### config.mk
export PLATFORM = sky130hd
export DESIGN_NAME = timed_action_block_engine_top_flat
export DESIGN_NICKNAME = d
export VERILOG_FILES = /design/src/rtl/tabe_pkg.sv /design/src/rtl/tabe_if.sv /design/src/rtl/timed_action_block_engine_top.sv /design/src/rtl/tabe_div.sv /design/src/flat_wrapper.sv
export SDC_FILE = /design/constraint.sdc
export NUM_CORES = 1
export LEC_CHECK = 0
export BUFFER_PORTS_ARGS = -buffer_cell sky130_fd_sc_hd__buf_2
export CAP_MARGIN = 10
export CELL_PAD_IN_SITES_DETAIL_PLACEMENT = 1
export CELL_PAD_IN_SITES_GLOBAL_PLACEMENT = 1
export CORE_ASPECT_RATIO = 1.2
export CORE_UTILIZATION = 45
export CTS_BUF_LIST = sky130_fd_sc_hd__clkbuf_16
export DETAILED_ROUTE_END_ITERATION = 12
export PLACE_DENSITY = 0.81
export SLEW_MARGIN = 20
export SYNTH_ARGS = -nofsm -noshare
export SYNTH_HDL_FRONTEND = slang
export SYNTH_SLANG_ARGS = --single-unit
export TNS_END_PERCENT = 5
### constraint.sdc
create_clock -name clk -period 6.4 [get_ports clk]
set_input_delay 1.6 -clock clk [delete_from_list [all_inputs] [get_ports clk]]
set_output_delay 1.6 -clock clk [all_outputs]
set_load 0.05 [all_outputs]
### src/rtl/tabe_pkg.sv
package tabe_pkg;

  localparam int unsigned DataW = 8;
  localparam int unsigned CfgIdxW = 3;

  typedef enum logic [2:0] {
    MODE_DOUT    = 3'd0,
    MODE_PWM     = 3'd1,
    MODE_CLOCK   = 3'd2,
    MODE_COMBINE = 3'd3,
    MODE_ONOFF   = 3'd4,
    MODE_COUNTER = 3'd5,
    MODE_WAVE    = 3'd6,
    MODE_NONE    = 3'd7
  } mode_t;

  localparam logic [2:0] REG_MODE    = 3'd0;
  localparam logic [2:0] REG_SUBOP   = 3'd1;
  localparam logic [2:0] REG_PFIRST  = 3'd2;
  localparam logic [2:0] REG_PSECOND = 3'd3;
  localparam logic [2:0] REG_STEP    = 3'd4;
  localparam logic [2:0] REG_RELOAD  = 3'd5;
  localparam logic [2:0] REG_OPERAND = 3'd6;

  localparam logic [4:0] OP_COPY = 5'd0;
  localparam logic [4:0] OP_LT   = 5'd1;
  localparam logic [4:0] OP_GT   = 5'd2;
  localparam logic [4:0] OP_EQ   = 5'd3;
  localparam logic [4:0] OP_NE   = 5'd4;
  localparam logic [4:0] OP_GE   = 5'd5;
  localparam logic [4:0] OP_LE   = 5'd6;
  localparam logic [4:0] OP_DIVS = 5'd7;
  localparam logic [4:0] OP_NDIV = 5'd8;
  localparam logic [4:0] OP_MUL  = 5'd9;
  localparam logic [4:0] OP_DIV  = 5'd10;
  localparam logic [4:0] OP_SADD = 5'd11;
  localparam logic [4:0] OP_SSUB = 5'd12;
  localparam logic [4:0] OP_ABV  = 5'd13;
  localparam logic [4:0] OP_BLW  = 5'd14;
  localparam logic [4:0] OP_INV  = 5'd15;

  localparam logic [4:0] CMB_AND = 5'd0;
  localparam logic [4:0] CMB_OR  = 5'd1;
  localparam logic [4:0] CMB_XOR = 5'd2;
  localparam logic [4:0] CMB_IF  = 5'd3;
  localparam logic [4:0] CMB_IFN = 5'd4;
  localparam logic [4:0] CMB_MAX = 5'd5;
  localparam logic [4:0] CMB_MIN = 5'd6;
  localparam logic [4:0] CMB_SUB = 5'd7;
  localparam logic [4:0] CMB_ADD = 5'd8;

  localparam logic [4:0] DIR_UP     = 5'd0;
  localparam logic [4:0] DIR_DOWN   = 5'd1;
  localparam logic [4:0] DIR_BOUNCE = 5'd2;

  localparam logic [4:0] WAVE_SAW_UP = 5'd0;
  localparam logic [4:0] WAVE_SAW_DN = 5'd1;
  localparam logic [4:0] WAVE_TRI    = 5'd2;

  localparam logic [5:0] SecPerMin = 6'd60;
  localparam logic [4:0] HrPerDay  = 5'd24;

  typedef enum logic [1:0] {
    ST_IDLE,
    ST_DIV,
    ST_DONE,
    ST_OUT
  } state_t;

  typedef struct packed {
    logic [7:0] new_value;
    logic       drive_valid;
    logic [7:0] drive_level;
    logic [4:0] hours;
    logic [5:0] minutes;
    logic [5:0] seconds;
    logic [7:0] next_time;
  } result_t;

  typedef struct packed {
    logic       source_valid;
    logic [7:0] source_value_a;
    logic [7:0] source_value_b;
  } item_t;

endpackage

### src/rtl/tabe_if.sv
interface tabe_if #(parameter type payload_t = logic) ();
  logic     valid;
  logic     ready;
  payload_t data;
  modport source (output valid, output data, input ready);
  modport sink (input valid, input data, output ready);
endinterface

### src/rtl/timed_action_block_engine_top.sv
// Timed action block engine: one item is one timer expiry of an action block
// and returns exactly one result item. The configured mode selects digital or
// PWM output through a byte evaluator, a virtual h:m:s clock, a two-input
// combiner, an on/off timer, an up/down/bounce counter or a sawtooth/triangle
// waveform, and every result carries the next timer reload code. With the
// receiver ready, an item passes through the states idle, div and out, with
// done between div and out when the evaluator operator needs a quotient or
// remainder: the shared restoring divider produces one quotient bit a cycle.
// The block takes one item at a time; the next item is accepted once the
// result has been taken. Configuration must be written only while the block
// is idle; the block itself does not enforce this.
module timed_action_block_engine_top
  import tabe_pkg::*;
#(
  parameter int unsigned SECOND_TICK_CODE = 129
) (
  input  logic         clk,
  input  logic         rst_n,
  tabe_if.sink         in_ch,
  tabe_if.source       out_ch,
  input  logic         cfg_we,
  input  logic [2:0]   cfg_index,
  input  logic [7:0]   cfg_data
);
  localparam logic [7:0] TickCode = SECOND_TICK_CODE[7:0];

  // configuration registers
  mode_t      mode_r;
  logic [4:0] subop_r;
  logic [7:0] pfirst_r, psecond_r, step_r, reload_r, operand_r;

  always_ff @(posedge clk) begin
    if (!rst_n) begin
      mode_r    <= MODE_DOUT;
      subop_r   <= '0;
      pfirst_r  <= '0;
      psecond_r <= 8'd255;
      step_r    <= 8'd1;
      reload_r  <= '0;
      operand_r <= '0;
    end else if (cfg_we) begin
      unique case (cfg_index)
        REG_MODE:    mode_r    <= mode_t'(cfg_data[2:0]);
        REG_SUBOP:   subop_r   <= cfg_data[4:0];
        REG_PFIRST:  pfirst_r  <= cfg_data;
        REG_PSECOND: psecond_r <= cfg_data;
        REG_STEP:    step_r    <= cfg_data;
        REG_RELOAD:  reload_r  <= cfg_data;
        REG_OPERAND: operand_r <= cfg_data;
        default: ;
      endcase
    end
  end

  // block state
  logic [7:0] value_r, value_nxt;
  logic       crise_r, crise_nxt, wrise_r, wrise_nxt;
  logic [4:0] hr_r, hr_nxt;
  logic [5:0] min_r, min_nxt, sec_r, sec_nxt;
  state_t     state_r, state_nxt;
  item_t      item_r;
  result_t    res_r, res_nxt;

  // shared divider; its quotient and remainder are final in the done cycle
  logic       div_start, div_done;
  logic [7:0] div_q, div_rem;

  tabe_div u_div (
    .clk(clk), .rst_n(rst_n), .start(div_start),
    .dividend(item_r.source_value_a), .divisor(operand_r),
    .done(div_done), .quotient(div_q), .remainder(div_rem)
  );

  assign in_ch.ready  = (state_r == ST_IDLE);
  assign out_ch.valid = (state_r == ST_OUT);
  assign out_ch.data  = res_r;

  logic needs_div;
  assign needs_div = (mode_r == MODE_DOUT || mode_r == MODE_PWM) &&
                     (subop_r == OP_DIVS || subop_r == OP_NDIV || subop_r == OP_DIV) &&
                     (operand_r != 8'd0);

  always_comb begin
    state_nxt = state_r;
    div_start = 1'b0;
    unique case (state_r)
      ST_IDLE: if (in_ch.valid) state_nxt = ST_DIV;
      ST_DIV: begin
        if (needs_div && item_r.source_valid) begin
          div_start = 1'b1;
          state_nxt = ST_DONE;
        end else begin
          state_nxt = ST_OUT;
        end
      end
      ST_DONE: if (div_done) state_nxt = ST_OUT;
      ST_OUT: if (out_ch.ready) state_nxt = ST_IDLE;
      default: state_nxt = ST_IDLE;
    endcase
  end

  // evaluator
  logic [7:0] a, b, k, ev;
  logic [8:0] sum9;
  logic [15:0] prod;
  always_comb begin
    a    = item_r.source_value_a;
    b    = item_r.source_value_b;
    k    = operand_r;
    sum9 = {1'b0, a} + {1'b0, k};
    prod = a * k;
    case (subop_r)
      OP_COPY: ev = a;
      OP_LT:   ev = {7'd0, a < k};
      OP_GT:   ev = {7'd0, a > k};
      OP_EQ:   ev = {7'd0, a == k};
      OP_NE:   ev = {7'd0, a != k};
      OP_GE:   ev = {7'd0, a >= k};
      OP_LE:   ev = {7'd0, a <= k};
      OP_DIVS: ev = {7'd0, (k != 8'd0) && (div_rem == 8'd0)};
      OP_NDIV: ev = {7'd0, (k == 8'd0) || (div_rem != 8'd0)};
      OP_MUL:  ev = prod[7:0];
      OP_DIV:  ev = (k == 8'd0) ? 8'd0 : div_q;
      OP_SADD: ev = sum9[8] ? 8'd255 : sum9[7:0];
      OP_SSUB: ev = (a >= k) ? (a - k) : 8'd0;
      OP_ABV:  ev = (a > k) ? a : 8'd0;
      OP_BLW:  ev = (a < k) ? a : 8'd0;
      OP_INV:  ev = 8'd255 - a;
      default: ev = 8'd1;
    endcase
  end

  // action per mode, evaluated when the result is formed
  logic [7:0] cmb, lvl, nxt;
  logic       dv;
  logic [5:0] sec_inc, min_inc;
  logic [4:0] hr_inc;
  always_comb begin
    value_nxt = value_r;
    crise_nxt = crise_r;
    wrise_nxt = wrise_r;
    hr_nxt    = hr_r;
    min_nxt   = min_r;
    sec_nxt   = sec_r;
    dv        = 1'b0;
    lvl       = '0;
    nxt       = '0;
    sec_inc   = sec_r + 6'd1;
    min_inc   = min_r + 6'd1;
    hr_inc    = hr_r + 5'd1;
    case (subop_r)
      CMB_AND: cmb = {7'd0, (a != 8'd0) && (b != 8'd0)};
      CMB_OR:  cmb = {7'd0, (a != 8'd0) || (b != 8'd0)};
      CMB_XOR: cmb = a ^ b;
      CMB_IF:  cmb = (a != 8'd0) ? b : 8'd0;
      CMB_IFN: cmb = (a != 8'd0) ? 8'd0 : b;
      CMB_MAX: cmb = (a > b) ? a : b;
      CMB_MIN: cmb = (a < b) ? a : b;
      CMB_SUB: cmb = a - b;
      CMB_ADD: cmb = a + b;
      default: cmb = 8'd0;
    endcase
    case (mode_r)
      MODE_DOUT, MODE_PWM: begin
        if (item_r.source_valid) begin
          dv        = 1'b1;
          lvl       = (mode_r == MODE_PWM && ev == 8'd1) ? 8'd255 : ev;
          value_nxt = lvl;
        end
        nxt = reload_r;
      end
      MODE_CLOCK: begin
        sec_nxt = sec_inc;
        if (sec_inc >= SecPerMin) begin
          sec_nxt = '0;
          min_nxt = min_inc;
          if (min_inc >= SecPerMin) begin
            min_nxt = '0;
            hr_nxt  = (hr_inc >= HrPerDay) ? 5'd0 : hr_inc;
          end
        end
        nxt = TickCode;
      end
      MODE_COMBINE: begin
        value_nxt = cmb;
        nxt       = reload_r;
      end
      MODE_ONOFF: begin
        if (value_r != 8'd0) begin
          value_nxt = 8'd0;
          nxt       = psecond_r;
        end else begin
          value_nxt = 8'd1;
          nxt       = pfirst_r;
        end
      end
      MODE_COUNTER: begin
        if (subop_r == DIR_UP || (subop_r == DIR_BOUNCE && crise_r)) begin
          if (value_r < psecond_r) value_nxt = value_r + step_r;
          else begin
            value_nxt = pfirst_r;
            if (subop_r == DIR_BOUNCE) crise_nxt = 1'b0;
          end
        end else if (subop_r == DIR_DOWN || subop_r == DIR_BOUNCE) begin
          if (value_r > pfirst_r) value_nxt = value_r - step_r;
          else begin
            value_nxt = psecond_r;
            if (subop_r == DIR_BOUNCE) crise_nxt = 1'b1;
          end
        end
        nxt = reload_r;
      end
      MODE_WAVE: begin
        if (subop_r == WAVE_SAW_UP) begin
          value_nxt = ((8'd255 - value_r) > pfirst_r) ? value_r + pfirst_r : 8'd0;
        end else if (subop_r == WAVE_SAW_DN) begin
          value_nxt = (value_r > pfirst_r) ? value_r - pfirst_r : 8'd255;
        end else if (subop_r == WAVE_TRI) begin
          if (wrise_r) begin
            if (value_r < psecond_r) value_nxt = value_r + pfirst_r;
            else begin
              value_nxt = 8'd0;
              wrise_nxt = 1'b0;
            end
          end else begin
            if (value_r > pfirst_r) value_nxt = value_r - pfirst_r;
            else begin
              value_nxt = 8'd255;
              wrise_nxt = 1'b1;
            end
          end
        end
        nxt = reload_r;
      end
      default: ;
    endcase
    res_nxt.new_value   = value_nxt;
    res_nxt.drive_valid = dv;
    res_nxt.drive_level = lvl;
    res_nxt.hours       = hr_nxt;
    res_nxt.minutes     = min_nxt;
    res_nxt.seconds     = sec_nxt;
    res_nxt.next_time   = nxt;
  end

  logic commit;
  assign commit = (state_nxt == ST_OUT) && (state_r != ST_OUT);

  always_ff @(posedge clk) begin
    if (!rst_n) begin
      state_r <= ST_IDLE;
      value_r <= '0;
      crise_r <= 1'b0;
      wrise_r <= 1'b1;
      hr_r    <= '0;
      min_r   <= '0;
      sec_r   <= '0;
    end else begin
      state_r <= state_nxt;
      // update block state as the result is formed
      if (commit) begin
        value_r <= value_nxt;
        crise_r <= crise_nxt;
        wrise_r <= wrise_nxt;
        hr_r    <= hr_nxt;
        min_r   <= min_nxt;
        sec_r   <= sec_nxt;
      end
    end
    if (in_ch.valid && in_ch.ready) item_r <= in_ch.data;
    if (commit) res_r <= res_nxt;
  end
endmodule

### src/rtl/tabe_div.sv
module tabe_div
  import tabe_pkg::*;
(
  input  logic       clk,
  input  logic       rst_n,
  input  logic       start,
  input  logic [7:0] dividend,
  input  logic [7:0] divisor,
  output logic       done,
  output logic [7:0] quotient,
  output logic [7:0] remainder
);
  logic [7:0] quo_r, quo_nxt, rem_r, rem_nxt;
  logic [3:0] cnt_r, cnt_nxt;
  logic       busy_r, busy_nxt;
  logic [8:0] trial;

  always_comb begin
    quo_nxt  = quo_r;
    rem_nxt  = rem_r;
    cnt_nxt  = cnt_r;
    busy_nxt = busy_r;
    trial    = {rem_r, quo_r[7]} - {1'b0, divisor};
    if (start) begin
      quo_nxt  = dividend;
      rem_nxt  = '0;
      cnt_nxt  = 4'd8;
      busy_nxt = 1'b1;
    end else if (busy_r) begin
      // restoring step: one quotient bit per cycle
      if (!trial[8]) begin
        rem_nxt = trial[7:0];
        quo_nxt = {quo_r[6:0], 1'b1};
      end else begin
        rem_nxt = {rem_r[6:0], quo_r[7]};
        quo_nxt = {quo_r[6:0], 1'b0};
      end
      cnt_nxt = cnt_r - 4'd1;
      if (cnt_r == 4'd1) busy_nxt = 1'b0;
    end
  end

  always_ff @(posedge clk) begin
    if (!rst_n) begin
      busy_r <= 1'b0;
      cnt_r  <= '0;
    end else begin
      busy_r <= busy_nxt;
      cnt_r  <= cnt_nxt;
    end
    quo_r <= quo_nxt;
    rem_r <= rem_nxt;
  end

  assign done      = busy_r && (cnt_r == 4'd1);
  assign quotient  = quo_nxt;
  assign remainder = rem_nxt;
endmodule
### src/flat_wrapper.sv
// flat-port wrapper written by rule: the top's interface ports become plain ports
module timed_action_block_engine_top_flat import tabe_pkg::*;
#(
  parameter int unsigned SECOND_TICK_CODE = 129
)
  (clk, rst_n, cfg_we, cfg_index, cfg_data, in_ch_valid, in_ch_data, in_ch_ready, out_ch_valid, out_ch_data, out_ch_ready);
  tabe_if in_ch_i ();
  tabe_if out_ch_i ();
  input  logic clk;
  input  logic rst_n;
  input  logic cfg_we;
  input  logic [2:0] cfg_index;
  input  logic [7:0] cfg_data;
  input wire logic [$bits(in_ch_i.valid)-1:0] in_ch_valid;
  input wire logic [$bits(in_ch_i.data)-1:0] in_ch_data;
  output wire logic [$bits(in_ch_i.ready)-1:0] in_ch_ready;
  output wire logic [$bits(out_ch_i.valid)-1:0] out_ch_valid;
  output wire logic [$bits(out_ch_i.data)-1:0] out_ch_data;
  input wire logic [$bits(out_ch_i.ready)-1:0] out_ch_ready;
  assign in_ch_i.valid = in_ch_valid;
  assign in_ch_i.data = in_ch_data;
  assign in_ch_ready = in_ch_i.ready;
  assign out_ch_valid = out_ch_i.valid;
  assign out_ch_data = out_ch_i.data;
  assign out_ch_i.ready = out_ch_ready;
  timed_action_block_engine_top #(.SECOND_TICK_CODE(SECOND_TICK_CODE)) u_core (.clk(clk), .rst_n(rst_n), .in_ch(in_ch_i), .out_ch(out_ch_i), .cfg_we(cfg_we), .cfg_index(cfg_index), .cfg_data(cfg_data));
endmodule
After elaboration in Yosys (flattened, before gate mapping)
Index checks and enable logic that the tools add are counted.
W data, S select, Z words.
{"block": "op_classes", "n_reduce_logical": 25, "magnitude_cmp": 5, "addsub": 7, "mux": 33, "bitwise_logic": 2, "n_eq_ne": 28}
{"operator": "$mux W8", "count": 11}
{"operator": "$pmux W8 S4", "count": 2}
{"operator": "$eq A5 B3 Y1 const B", "count": 4}
{"operator": "$add A8 B8 Y8", "count": 2}
{"operator": "$gt A8 B8 Y1", "count": 2}
{"operator": "$sub A8 B8 Y8", "count": 2}
{"operator": "$eq A3 B3 Y1 const B", "count": 5}
{"operator": "$mux W1", "count": 14}
{"operator": "$reduce_and A2 Y1", "count": 7}
{"operator": "$eq A3 B2 Y1 const B", "count": 4}
{"operator": "$lt A8 B8 Y1", "count": 1}
{"operator": "$pmux W2 S4", "count": 1}
{"operator": "$reduce_bool A8 Y1", "count": 1}
{"operator": "$sub A8 B8 Y8 const A", "count": 1}
{"operator": "$eq A2 B2 Y1 const B", "count": 3}
{"operator": "$eq A3 B1 Y1 const B", "count": 2}
{"operator": "$logic_not A3 Y1", "count": 2}
{"operator": "$mux W2", "count": 3}
{"operator": "$reduce_and A6 Y1", "count": 1}
{"operator": "$eq A5 B1 Y1 const B", "count": 1}
{"operator": "$eq A5 B2 Y1 const B", "count": 1}
{"operator": "$eq A5 B4 Y1 const B", "count": 1}
{"operator": "$logic_not A5 Y1", "count": 1}
{"operator": "$reduce_and A5 Y1", "count": 1}
{"operator": "other kinds (21)", "count": 27}
{"block": "word_totals", "out_inout_bits": 3, "elab_cells": 115, "ff_bits": 52}

Logic depth before layout (Yosys ltp)
{"block": "depth", "ltp_word": 7, "depth_mapped": 12}

By module
From an unflattened synthesis, not the netlist that was laid out.
{"block": "unflattened", "hier_cells": 715, "area_unflattened_um2": 5724.2}
{"mod": "timed_action_block_engine_top", "cells_per_inst": 559, "seq_area_each_um2": 1121.1, "n_inst": 1, "area_per_inst_um2": 4381.7}
{"mod": "tabe_div", "cells_per_inst": 156, "seq_area_each_um2": 420.4, "n_inst": 1, "area_per_inst_um2": 1342.5}

Worst setup path before layout
OpenSTA, ideal clock, no wires.
{"block": "synth_path", "path_type": "input to register", "startpoint": "input cfg_index[0]", "endpoint": "register u_core.step_r[0]", "setup_slack_ns": 3.693, "path_buffers": 1, "path_stages": 5, "setup_time_ns": 0.129, "t_arrival_ns": 2.578, "required_time_ns": 6.271, "path_cell_list": "nand2b_1 nor3b_1 buf_1 mux2i_1 nand2_1"}
{"block": "synth_between", "elab_chain_cells": 2}
{"element": "from (decl)", "line": "flat_wrapper.sv:12", "rtl": "input logic [2:0] cfg_index;"}
{"element": "$eq A3 B3 Y1", "line": "timed_action_block_engine_top.sv:42", "rtl": "unique case (cfg_index)"}
{"element": "$reduce_and A2 Y1 (no source line)"}
{"element": "to (signal assigned)", "line": "timed_action_block_engine_top.sv:47", "rtl": "REG_STEP: step_r <= cfg_data;"}
{"element": "to (decl)", "line": "timed_action_block_engine_top.sv:30", "rtl": "logic [7:0] pfirst_r, psecond_r, step_r, reload_r, operand_r;"}
Every way passes these cells.
A chain may end at the register's enable or synchronous reset.

Worst setup path in the final report
{"block": "layout_path", "startpoint": "register u_core.pfirst_r[0]", "endpoint": "register u_core.value_r[5]"}
{"block": "layout_between", "elab_chain_cells": 7, "elab_cells_between_ends": 15, "cone_classes": "add/sub (2); order compare (2); mux (11)"}
{"element": "from (decl)", "line": "timed_action_block_engine_top.sv:30"}
{"element": "from (signal assigned)", "line": "timed_action_block_engine_top.sv:45", "rtl": "REG_PFIRST: pfirst_r <= cfg_data;"}
{"element": "$sub A8 B8 Y8, or another cell as far along", "line": "timed_action_block_engine_top.sv:217, timed_action_block_engine_top.sv:226"}
{"element": "$mux W8, on equally long branches", "line": "timed_action_block_engine_top.sv:217, timed_action_block_engine_top.sv:226, timed_action_block_engine_top.sv:220"}
{"element": "$mux W8", "line": "timed_action_block_engine_top.sv:219", "rtl": "if (wrise_r) begin"}
{"element": "$mux W8", "line": "timed_action_block_engine_top.sv:218", "rtl": "end else if (subop_r == WAVE_TRI) begin"}
{"element": "$mux W8", "line": "timed_action_block_engine_top.sv:216", "rtl": "end else if (subop_r == WAVE_SAW_DN) begin"}
{"element": "$mux W8", "line": "timed_action_block_engine_top.sv:214", "rtl": "if (subop_r == WAVE_SAW_UP) begin"}
{"element": "$pmux W8 S4 *", "line": "timed_action_block_engine_top.sv:163", "rtl": "case (mode_r)"}
{"element": "to (signal assigned)", "line": "timed_action_block_engine_top.sv:262", "rtl": "value_r <= value_nxt;"}
{"element": "to (decl)", "line": "timed_action_block_engine_top.sv:56", "rtl": "logic [7:0] value_r, value_nxt;"}
Mark *: on every way between the ends. The rest lies on a longest branch, timed or not. The select of a mux whose other input is x is not followed.

==> flow_summary.ini <==
[run_status]
outcome = completed

[yosys]
yosysWarnings = 0
syn-cell-area_sq_um = 4220
synth_edf_count = 2
yosysSeqAreaShare_pct = 25.1
avgSynthCellArea_sq_um = 8.36
async_flop_share_pct = 0
synth_nets = 572
synth-seq-cells = 52
syn_inst = 505
netlist-cell-type-count = 67
synth_ff_type = dfxtp_1

[die]
die_area_sq_um = 9770
fp.dieW_microns = 90.4
die_h_microns = 108
coreArea_sq_um = 9080
boundaryPins = 20
initial_utilization_pct = 46.5
rows = 38

[timing]
setup_tns_ns = 0
slew_headroom_pct = 29.5
period_share_pct = 55.8
setup_ws_ns = 2.83
setup_viol = 0
period_minus_slack_ns = 3.57
drv_slew = 0
skew_ns = 0.00423
max_freq_mhz = 280
finalHoldViolations = 0
rsz0062_at_grt = false
tightest_slew_ns = 1.05

[worst_setup_path]
reg2reg_slack_ns = 2.83
worstSetupPathType = reg2reg
crit_required_ns = 6.61
cp-end-kind = flip-flop
crit_arrival_ns = 3.78
crit_fanout = 12
r2r_cells = 10
timing.rr.start = u_core.pfirst_r[0]
startpoint_type = flip-flop
r2r-end = u_core.value_r[5]

[layout]
area_growth_pct = 8.21
nFillCells = 1109
nets = 583
final_cell_mix = dfxtp_1, inv_1, ha_1
drive_gt1_share_pct = 8.70
fin_util_pct = 50.3
antennaDiodeCount = 0
final_common_cell = dfxtp_1

[power_and_ir_drop]
p_leak_uw = 0.00181
p_seq_share_pct = 41.6
switchingPower_uw = 249
clkPwrFrac_pct = 39.7
swShare_pct = 30.0
internal_power_uw = 581
power_per_cell_area_nw_per_um2 = 182
pwr-share-comb_pct = 18.7
ir_drop_mv = 0.131

[drt]
vias = 3829
vias_per_cell = 6.01
wl_per_cell_microns = 20.4
first_pass_iters = 4
drt-initial-drc-count = 180
drc = 0
postRouteAntennaNets = 0
drt_wl_total_microns = 13000

[min_path]
min_path_cells = 1
min_to = u_core.u_div.cnt_r[1]
hp-class = reg2reg
hp-start = u_core.u_div.cnt_r[1]

[cts]
cts.sinks = 52
clkTransAtPathRegs_ns = 0.08
cts_setup_buffers = 0
h-tree-depth = 2
clk_path_buf_depth = 2
cts_inserted_buffers = 5
root_buffer = clkbuf_16
cts_tree = built
clkLatencyLatePin_ns = 0.30
cts_hold_buf = 0
ctsResizeCount = 0

[global_routing]
grt_pass1_wl_microns = 20800
antenna_found_initial = 0
grt_max_degree = 50
grt-ovfl-total = 0
grt_use_total_pct = 27.3
grt_pass1_vias = 4030

[place]
gp_congestion = 0.927
pre_cts_ws_ns = 2.99
port-buffer-count = 19
dp_hpwl_microns = 9870

[run]
cap_violations = 0
==> routing by layer <==
layer	vias to the layer above	share of wire, %	GRT usage [%]
met5	-	0	0
met1	1889	41	31.2
met2	93	52	51.0
li1	1815	-	-
met4	0	3.5	12.9
met3	32	3.7	2.81
==> registers in the layout, summed over array words and instances, names as in the netlist <==
signal	count
u_core.b	1
u_core.crise_r	1
u_core.mode_r	3
u_core.out_ch.data	1
u_core.pfirst_r	8
u_core.psecond_r	8
u_core.reload_r	1
u_core.state_r	2
u_core.step_r	8
u_core.subop_r	5
u_core.u_div.busy_r	1
u_core.u_div.cnt_r	4
u_core.value_r	8
u_core.wrise_r	1
==> worst max-delay path by stage <==
stage                  startpoint                end  slack (ns)  cells past startpoint
2_1_floorplan        cfg_index[0]   u_core.step_r[0]        3.69                      5
3_3_place_gp    u_core.value_r[0]  u_core.value_r[6]        3.17                     11
3_5_place_dp   u_core.pfirst_r[0]  u_core.value_r[5]        2.99                     10
4_1_cts        u_core.pfirst_r[0]  u_core.value_r[5]        2.93                     10
5_1_grt        u_core.pfirst_r[0]  u_core.value_r[5]        2.68                     10
6_report       u_core.pfirst_r[0]  u_core.value_r[5]        2.83                     10
==> critical path, stage by stage (launching register included) <==
cell and delay (ns):
dfxtp_1 0.47, ha_1 0.23, inv_1 0.06, fa_1 0.46
nor2b_2 0.18, o311a_1 0.32, o31ai_2 0.81, nor2_1 0.25
a221oi_1 0.34, o21ai_1 0.13, a41oi_1 0.24
==> through the flow <==
stage                     instance area (sq um)  instances  hold slack (ns)  total power, uW
after floorplan                            4220        505            0.473              460
after global placement                     4390        629            0.503              498
after detailed placement                   4390        629            0.533              504
after CTS                                  4570        637            0.553              833
after global routing                       4570        637            0.575              862
final                                      4570        637            0.550              830
==> layout make-up <==
type | count | area (sq um) | share of cell area, %
Clock inverter | 3 | 50.0 | 1.10
Tap cell | 120 | 150 | 3.29
Multi-Input combinational cell | 391 | 2910 | 63.6
Inverter | 46 | 173 | 3.78
Clock buffer | 5 | 125 | 2.74
Timing Repair Buffer | 20 | 103 | 2.25
Sequential cell | 52 | 1060 | 23.2
==> power by group through the flow <==
| stage | clock (uW) | sequential (uW) | combinational [uW] |
|---|---|---|---|
| 2_1_floorplan | 0 | 350 | 110 |
| 3_3_place_gp | 0 | 352 | 146 |
| 3_5_place_dp | 0 | 353 | 151 |
| 4_1_cts | 334 | 345 | 153 |
| 5_1_grt | 348 | 347 | 167 |
| 6_report | 329 | 345 | 155 |
==> logic make-up (layout without fill, tap and decap cells) <==
kind of cell | after synthesis | after routing | synth area share [%]
AO/OA/AOI/OAI | 134 | 134 | 22.4
adder cells (fa/ha/maj) | 50 | 50 | 15.5
AND/OR/NAND/NOR | 158 | 158 | 19.8
multiplexers | 30 | 30 | 7.17
flip-flops | 52 | 52 | 25.1
buffers and inverters | 62 | 74 | 6.02
XOR/XNOR | 19 | 19 | 3.94
==> Yosys cell counts, types with 3 or more instances <==
cell type  count  area, sq um
dfxtp_1       50         1000
nand4_1        3         18.8
and2_1         7         43.8
o21a_1         4         30.0
xor2_1         7         61.3
o211ai_1      12         90.1
a221oi_1       5         43.8
o21ai_1        6         30.0
o31a_1         3         26.3
o21ai_0       28          140
a31oi_1        5         31.3
nor2_1        29          109
nor2b_1       32          200
nor4_1         3         18.8
nand2b_1      11         68.8
o311ai_0       4         35.0
o221a_2        3         33.8
fa_1           4         80.1
inv_1         46          173
clkbuf_1       7         26.3
nand2_1       41          154
nor3_1         8         40.0
nand3_1        8         40.0
mux2i_1       28          280
buf_2          5         25.0
xnor2_1       12          105
a41oi_1        3         26.3
ha_1          46          576
a21o_1         4         30.0
a21oi_1       25          125
o21bai_1       4         30.0
a211oi_1       5         37.5
Note: power is estimated with default switching activity, not from simulation.
